**src/hdl/htwd_pkg.sv**
```systemverilog
// Package for the Huffman tree-walk decoder: field widths, command codes, shared types.
// No dependencies; every other file of the block uses it by scoped names.
package htwd_pkg;

    localparam int CMD_W   = 2;
    localparam int IDX_W   = 10;
    localparam int ENTRY_W = 16;
    localparam int SYM_W   = 8;
    localparam int CNT_W   = 31;
    // Pointer plus signed increment; also wide enough for the biased sum in the wrap unit.
    localparam int SUM_W   = 18;

    localparam logic [CMD_W-1:0] CMD_LOAD  = 2'd0;
    localparam logic [CMD_W-1:0] CMD_START = 2'd1;
    localparam logic [CMD_W-1:0] CMD_CODE  = 2'd2;

    typedef logic signed [ENTRY_W-1:0] t_entry;
    typedef logic signed [SUM_W-1:0]   t_sum;
    typedef logic [CNT_W-1:0]          t_count;

endpackage

```
**src/hdl/htwd_wrap.sv**
```systemverilog
// Two-stage modulo unit: reduces a signed pointer sum into 0..TREE_DEPTH-1.
// Depends on htwd_pkg; uses reciprocal multiply with one correction step.
module htwd_wrap #(
    parameter int TREE_DEPTH = 1024
) (
    input  logic                           i_clk,
    input  logic                           i_rst_n,
    input  logic                           i_valid,
    input  htwd_pkg::t_sum                 i_value,
    output logic                           o_valid,
    output logic [$clog2(TREE_DEPTH)-1:0]  o_addr
);

    localparam int AW     = $clog2(TREE_DEPTH);
    localparam int XW     = htwd_pkg::SUM_W;
    localparam int BIAS   = ((2 ** (htwd_pkg::ENTRY_W - 1) + TREE_DEPTH - 1) / TREE_DEPTH)
                            * TREE_DEPTH;
    localparam int RECIP  = (2 ** XW + TREE_DEPTH - 1) / TREE_DEPTH;
    localparam int RW     = $clog2(RECIP + 1);

    logic                    r_v1;
    logic                    r_v2;
    logic [XW-1:0]           r_x;
    logic [AW-1:0]           r_addr;
    logic [XW-1:0]           n_x;
    logic signed [XW:0]      w_biased;
    logic [XW+RW-1:0]        w_prod;
    logic [RW-1:0]           w_quot;
    logic [RW+AW:0]          w_qd;
    logic signed [XW+1:0]    w_rem;
    logic signed [XW+1:0]    w_rem_fix;
    logic [AW-1:0]           n_addr;

    // Bias the sum so it is never negative; the bias is a multiple of the depth.
    assign w_biased = (XW + 1)'(i_value) + (XW + 1)'(BIAS);
    assign n_x      = w_biased[XW-1:0];

    // Quotient estimate is exact or one too large.
    assign w_prod = (XW + RW)'(r_x) * (XW + RW)'(RECIP);
    assign w_quot = w_prod[XW +: RW];

    always_ff @(posedge i_clk) begin
        if (!i_rst_n) begin
            r_v1 <= 1'b0;
            r_v2 <= 1'b0;
        end else begin
            r_v1 <= i_valid;
            r_v2 <= r_v1;
        end
    end

    always_ff @(posedge i_clk) begin
        r_x    <= n_x;
        r_addr <= n_addr;
    end

    // Second stage: quotient, remainder and one correction, all from the registered r_x.
    assign w_qd      = (RW + AW + 1)'(w_quot) * (RW + AW + 1)'(TREE_DEPTH);
    assign w_rem     = $signed({2'b00, r_x}) - $signed({1'b0, w_qd[XW:0]});
    assign w_rem_fix = (w_rem < 0) ? w_rem + (XW + 2)'(TREE_DEPTH) : w_rem;
    assign n_addr    = w_rem_fix[AW-1:0];

    assign o_valid = r_v2;
    assign o_addr  = r_addr;

endmodule

```
**config.mk**
```make
export PLATFORM = sky130hd
export DESIGN_NAME = htwd_wrap
export DESIGN_NICKNAME = d
export VERILOG_FILES = /design/src/hdl/htwd_pkg.sv /design/src/hdl/htwd_wrap.sv
export SDC_FILE = /design/constraint.sdc
export NUM_CORES = 1
export LEC_CHECK = 0
export CAP_MARGIN = 15
export CORE_AREA = 10 10 47 49
export CTS_BUF_LIST = sky130_fd_sc_hd__clkbuf_2
export CTS_CLUSTER_DIAMETER = 120
export DETAILED_ROUTE_END_ITERATION = 7
export DIE_AREA = 0 0 57 59
export DONT_BUFFER_PORTS = 1
export PLACE_DENSITY_LB_ADDON = 0.05
export SLEW_MARGIN = 25
export SYNTH_ARGS = -nofsm -noshare
export SYNTH_HDL_FRONTEND = slang
export SYNTH_SLANG_ARGS = --single-unit
export TNS_END_PERCENT = 50
```
**constraint.sdc**
```tcl
create_clock -name i_clk -period 0.9 [get_ports i_clk]
set_input_delay 0 -clock i_clk [delete_from_list [all_inputs] [get_ports i_clk]]
set_output_delay 0 -clock i_clk [all_outputs]
set_load 0.01 [all_outputs]
```
==> results.sh, run 1 <==
export IMPL_drc=0
export IMPL_netlist_cell_type_count=2
export IMPL_cts_clk_slew_worst_paths_ps=170
export IMPL_clk_root_buffer_cell="sky130_fd_sc_hd__clkbuf_2"
export IMPL_final_common_cell="sky130_fd_sc_hd__dfxtp_1"
export IMPL_top_layer="met3"
export IMPL_r2r_end="o_valid$_SDFF_PN0_"
export IMPL_combPwrFrac=0.030
export IMPL_synth_cell_area_um2=453
export IMPL_avgRoutedWirePerCell_um=11.8
export IMPL_num_io_pins=32
export IMPL_cap_violations=0
export IMPL_max_slew_worst_pin_slew_ps=168
export IMPL_grt_max_degree=13
export IMPL_whs_endpoint="r_x[7]$_DFF_P_"
export IMPL_reg2reg_setup_slack_ps=350
export IMPL_cts_path_max_buffers=2
export IMPL_netlist_instances=24
export IMPL_power_net_switching_w=0.000277
export IMPL_seqPwrFrac=0.734
export IMPL_finalHoldViolCount=0
export IMPL_p_leak_nw=0.255
export IMPL_grt_pass1_wl_um=1040
export IMPL_route_met2_wl_um=354
export IMPL_worst_hold_path_type="input port to flip-flop"
export IMPL_cts_setup_buffers=0
export IMPL_starting_density_of_the_core=0.323
export IMPL_nets=62
export IMPL_fin_crit_ps=695
export IMPL_power_report_internal_total_w=0.00116
export IMPL_finish_instance_area_um2=612
export IMPL_overflow=0
export IMPL_first_iter_violations=1
export IMPL_power_share_clock=0.237
export IMPL_routed_via_count=212
export IMPL_cp_data_required_time_ps=900
export IMPL_cts_tree="done"
export IMPL_critical_path_startpoint_type="flip-flop"
export IMPL_placement_cell_area_um2=473
export IMPL_synth_ff_latch_count=22
export IMPL_final_cell_mix="sky130_fd_sc_hd__dfxtp_1, sky130_fd_sc_hd__dlygate4sd3_1, sky130_fd_sc_hd__clkbuf_2"
export IMPL_timing_final_max_slew_violations=0
export IMPL_timing_worst_setup_path_type="flip-flop to primary output"
export IMPL_dr_pass1_iters=2
export IMPL_placement_rows=14
export IMPL_met3WireLength_um=98
export IMPL_max_clock_freq_ghz=1.44
export IMPL_numPlacedInstances=40
export IMPL_grt_antenna_before_repair=0
export IMPL_hold_start="i_value[7]"
export IMPL_run_status="finished, final reports clean"
export IMPL_portBuffers=0
export IMPL_antenna_cells=0
export IMPL_fill_cells=136
export IMPL_ir_worst_vdd_uv=1020
export IMPL_clk_insertion_delay_late_ps=290
export IMPL_die_x_um=57
export IMPL_drtAntennaViolNets=0
export IMPL_worst_hold_path_num_cells=1
export IMPL_final_layout_size_suffix_gt1_frac=0.0750
export IMPL_netSwitchingFraction=0.193
export IMPL_rd_place_congestion=0.570
export IMPL_max_slew_margin=0.888
export IMPL_grtUsageTotal=0.0413
export IMPL_drt_met1_wl_um=205
export IMPL_finalSetupViolCount=0
export IMPL_numCtsBuffers=3
export IMPL_worstSetupEndpointType="primary output"
export IMPL_ys_seq_area_frac=0.972
export IMPL_worstPathArrival_ps=700
export IMPL_period_share=0.773
export IMPL_yosys_warnings=0
export IMPL_core_mm2=0.00140
export IMPL_die_height_um=59
export IMPL_routed_via_density=3.79
export IMPL_post_synth_cell_area_avg_um2=18.9
export IMPL_area_growth_syn_to_layout_pct=35.1
export IMPL_postSynthNetCount=45
export IMPL_worst_r2r_startpoint="r_v1$_SDFF_PN0_"
export IMPL_clock_skew_final_ps=0.295
export IMPL_power_density_mw_per_mm2=2350
export IMPL_finish_cell_count_without_fillers=56
export IMPL_htreeDepth=1
export IMPL_clock_sink_count=22
export IMPL_setup_tns_final_ps=0
export IMPL_rsz0062_at_grt="no"
export IMPL_grt_pass1_vias=237
export IMPL_floorplan_die_area_mm2=0.00336
export IMPL_ff2ff_path_depth=1
export IMPL_finalWirelength_um=659
export IMPL_worstPathMaxFanout=1
==> stage by stage <==
| stage | setup WS, ps | utilization | hold slack, ps | total power, W |
|---|---|---|---|---|
| after detailed placement | 369 | 0.338 | 27.8 | 0.00108 |
| after global placement | 377 | 0.338 | 27.8 | 0.00108 |
| after floorplan | 384 | - | 27.7 | 0.00107 |
| final | 205 | 0.437 | 242 | 0.00144 |
| after global routing | 130 | 0.437 | 193 | 0.00151 |
| after CTS | 171 | 0.437 | 218 | 0.00146 |
==> cells in the mapped netlist <==
master / n / area share
sky130_fd_sc_hd__dfxtp_1: 22 / 0.97
sky130_fd_sc_hd__and2_1: 2 / 0.028
==> flip-flops by register name, summed over array words and instances (netlist names) <==
signal,count
o_valid,1
r_x,10
r_v1,1
o_addr,10
==> metal layers <==
layer	global-route usage	up-vias
li1	-	103
met1	0.0327	96
met2	0.0620	13
met3	0.0343	0
met4	0.0403	0
met5	0	-
==> power groups by stage <==
stage	sequential [W]	clock (W)	combinational, W
2_1_floorplan	0.00107	0	0.00000251
3_3_place_gp	0.00108	0	0.00000267
3_5_place_dp	0.00108	0	0.00000294
4_1_cts	0.00106	0.000359	0.0000434
5_1_grt	0.00106	0.000405	0.0000474
6_report	0.00105	0.000340	0.0000428
==> cells by family after synthesis <==
family / share of synthesized area
and+or+nand+nor: 0.0276
DFF: 0.972
==> how the worst max path moves through the flow <==
stage | end | start | slack (ps) | cells after the start
global placement | o_valid$_SDFF_PN0_ | r_v1$_SDFF_PN0_ | 380 | 1
detailed placement | o_valid$_SDFF_PN0_ | r_v1$_SDFF_PN0_ | 370 | 1
CTS | o_addr[6] | o_addr[6]$_DFF_P_ | 170 | 0
global route | o_addr[6] | o_addr[6]$_DFF_P_ | 130 | 0
floorplan | o_valid$_SDFF_PN0_ | r_v1$_SDFF_PN0_ | 380 | 1
finish | o_addr[7] | o_addr[7]$_DFF_P_ | 200 | 0
==> cell type report <==
type                            count  area [µm²]  share of cell area
Timing Repair Buffer               12         120               0.196
Sequential cell                    22         440               0.720
Multi-Input combinational cell      2        12.5              0.0204
Clock buffer                        3        15.0              0.0245
Clock inverter                      1        3.75             0.00613
Tap cell                           16        20.0              0.0327
==> what timing repair did <==
action,in CTS,in global routing
hold buffers,12,0
endpoints found under the hold margin,12,0
gates resized for setup,0,0
(Power assumes the default switching activity.)
==> inputs of run 2 (changes only) <==
--- a/config.mk
+++ b/config.mk
@@ -5,6 +5,7 @@
 export SDC_FILE = /design/constraint.sdc
 export NUM_CORES = 1
 export LEC_CHECK = 0
+export ABC_AREA = 1
 export CAP_MARGIN = 15
 export CORE_AREA = 10 10 47 49
 export CTS_BUF_LIST = sky130_fd_sc_hd__clkbuf_2
==> constraint.sdc (replaced) <==
create_clock -name i_clk -period 0.8 [get_ports i_clk]
set_input_delay 0 -clock i_clk [delete_from_list [all_inputs] [get_ports i_clk]]
set_output_delay 0 -clock i_clk [all_outputs]
set_load 0.01 [all_outputs]
==> run 2 against run 1 <==
Effect of this change: die area did not move; combinational power rose by 15%; sequential share of layout area rose by 0.15 points; clock power rose by 9.7%; clock-buffer cell count did not move; via count rose by 1.9%; clock skew rose by 3.2 ps; total power rose by 12%; cell count rose by 1.8%; highest routed layer unchanged; synthesized cell count rose by 8.3%; global-route usage rose by 0.18 points; setup slack got worse by 100 ps.
==> results.sh, run 2 <==
export IMPL_run_status="finished, final reports clean"
export IMPL_critical_path_startpoint_type="flip-flop"
export IMPL_area_growth_syn_to_layout_pct=34.1
export IMPL_antenna_cells=0
export IMPL_final_layout_size_suffix_gt1_frac=0.0732
export IMPL_finish_instance_area_um2=611
export IMPL_grt_pass1_wl_um=1100
export IMPL_cp_data_required_time_ps=800
export IMPL_grt_max_degree=12
export IMPL_clk_insertion_delay_late_ps=290
export IMPL_drc=0
export IMPL_timing_startpoint_of_the_critical_path="o_addr[2]$_DFF_P_"
export IMPL_num_io_pins=32
export IMPL_post_synth_top_count_cell="sky130_fd_sc_hd__dfxtp_1"
export IMPL_worstPathMaxFanout=1
export IMPL_nets=64
export IMPL_post_synth_cell_area_avg_um2=17.5
export IMPL_cts_path_max_buffers=2
export IMPL_avgRoutedWirePerCell_um=12.8
export IMPL_die_x_um=57
export IMPL_finalHoldViolCount=0
export IMPL_setup_tns_final_ps=0
export IMPL_worst_hold_path_type="input port to flip-flop"
export IMPL_cts_setup_buffers=0
export IMPL_cap_violations=0
export IMPL_die_height_um=59
export IMPL_dp_slack_ps=323
export IMPL_portBuffers=0
export IMPL_worst_r2r_startpoint="r_v1$_SDFF_PN0_"
export IMPL_synth_top_area_share=0.967
export IMPL_starting_density_of_the_core=0.325
export IMPL_grtUsageTotal=0.0432
export IMPL_final_cell_mix="sky130_fd_sc_hd__dfxtp_1, sky130_fd_sc_hd__dlygate4sd3_1, sky130_fd_sc_hd__clkbuf_2"
export IMPL_max_slew_margin=0.888
export IMPL_clock_skew_final_ps=3.53
export IMPL_worstPathArrival_ps=700
export IMPL_numCtsBuffers=3
export IMPL_max_clock_freq_ghz=1.44
export IMPL_netlist_cell_type_count=3
export IMPL_power_density_mw_per_mm2=2640
export IMPL_hold_start="i_value[1]"
export IMPL_synth_flop_cell="sky130_fd_sc_hd__dfxtp_1"
export IMPL_htreeDepth=1
export IMPL_cts_tree="done"
export IMPL_netSwitchingFraction=0.194
export IMPL_period_share=0.869
export IMPL_first_iter_violations=1
export IMPL_grt_pass1_vias=246
export IMPL_seqPwrFrac=0.738
export IMPL_power_net_switching_w=0.000311
export IMPL_combPwrFrac=0.031
export IMPL_ys_seq_area_frac=0.967
export IMPL_rd_place_congestion=0.563
export IMPL_netlist_instances=26
export IMPL_postSynthNetCount=47
export IMPL_p_leak_nw=0.268
export IMPL_clk_root_buffer_cell="sky130_fd_sc_hd__clkbuf_2"
export IMPL_rsz0062_at_grt="no"
export IMPL_final_core_utilization=0.436
export IMPL_grt_antenna_before_repair=0
export IMPL_holdWs_ps=243
export IMPL_worstSetupEndpointType="primary output"
export IMPL_fin_crit_ps=695
export IMPL_synth_ff_latch_count=22
export IMPL_max_slew_worst_pin_slew_ps=168
export IMPL_synth_area_top_cells="sky130_fd_sc_hd__dfxtp_1, sky130_fd_sc_hd__inv_1, sky130_fd_sc_hd__nand2_1"
export IMPL_finalWirelength_um=730
export IMPL_finalSetupViolCount=0
export IMPL_timing_final_max_slew_violations=0
export IMPL_overflow=0
export IMPL_power_report_internal_total_w=0.00130
export IMPL_floorplan_die_area_mm2=0.00336
export IMPL_synth_common_cells="sky130_fd_sc_hd__dfxtp_1, sky130_fd_sc_hd__inv_1, sky130_fd_sc_hd__nand2_1"
export IMPL_clock_sink_count=22
export IMPL_dr_pass1_iters=2
export IMPL_count_of_flip_flops_with_a_built_in_enable_after_synthesis=0
export IMPL_routed_via_density=3.79
export IMPL_routed_via_count=216
export IMPL_timing_worst_setup_path_type="flip-flop to primary output"
export IMPL_cts_clk_slew_worst_paths_ps=170
export IMPL_ir_worst_vdd_uv=1060
export IMPL_synth_largest_area_cell="sky130_fd_sc_hd__dfxtp_1"
export IMPL_placement_rows=14
export IMPL_final_common_cell="sky130_fd_sc_hd__dfxtp_1"
export IMPL_worst_slack_ps=105
export IMPL_power_share_clock=0.232
export IMPL_core_mm2=0.00140
export IMPL_asyncSetResetFlopFracSynth=0
export IMPL_synth_cell_area_um2=455
export IMPL_yosys_warnings=0
export IMPL_placement_cell_area_um2=475
export IMPL_drtAntennaViolNets=0
## run 2: layer usage
metal	up-vias	share of wire	track usage
met5	-	0	0
met4	0	0	0.0302
met3	0	0.18	0.0408
met2	13	0.54	0.0698
met1	95	0.28	0.0316
li1	108	-	-
## run 2: final timing paths
path | slack (ps) | cells after the start | endpoint
setup reg to reg | 300 | 2 | o_valid$_SDFF_PN0_
hold reg to reg | 350 | 0 | o_addr[7]$_DFF_P_
setup / recovery | 100 | 0 | o_addr[2]
hold / removal | 240 | 1 | r_x[1]$_DFF_P_
## run 2: layout make-up
type / instances / area [µm²]
timing repair buffer: 12 / 120
tap: 16 / 20.0
sequential: 22 / 440
inverter: 2 / 7.51
multi-input combinational: 2 / 7.51
fill: 144 / 791
clock buffer: 3 / 15.0
## run 2: power groups by stage
stage | logic (W) | registers [W] | clock network (W)
global placement | 0.00000320 | 0.00121 | 0
detailed placement | 0.00000332 | 0.00121 | 0
finish | 0.0000492 | 0.00119 | 0.000373
floorplan | 0.00000306 | 0.00120 | 0
global route | 0.0000545 | 0.00119 | 0.000443
CTS | 0.0000496 | 0.00119 | 0.000401
## run 2: stage by stage
| stage | power, W | std cells |
|---|---|---|
| after floorplan | 0.00121 | 26 |
| after CTS | 0.00164 | 57 |
| after global placement | 0.00122 | 42 |
| final | 0.00161 | 57 |
| after global routing | 0.00169 | 57 |
| after detailed placement | 0.00122 | 42 |
## run 2: cell families (layout without fill, tap and decap cells)
kind of cell,count (synthesis),count (layout),share of synthesized area
buffers and inverters,2,17,0.0165
flip-flops,22,22,0.967
AND/OR/NAND/NOR,2,2,0.0165
## run 2: what timing repair did
action,CTS,global route
endpoints found under the setup margin,0,0
endpoints found under the hold margin,12,0
hold buffers,12,0
gates resized for setup,0,0
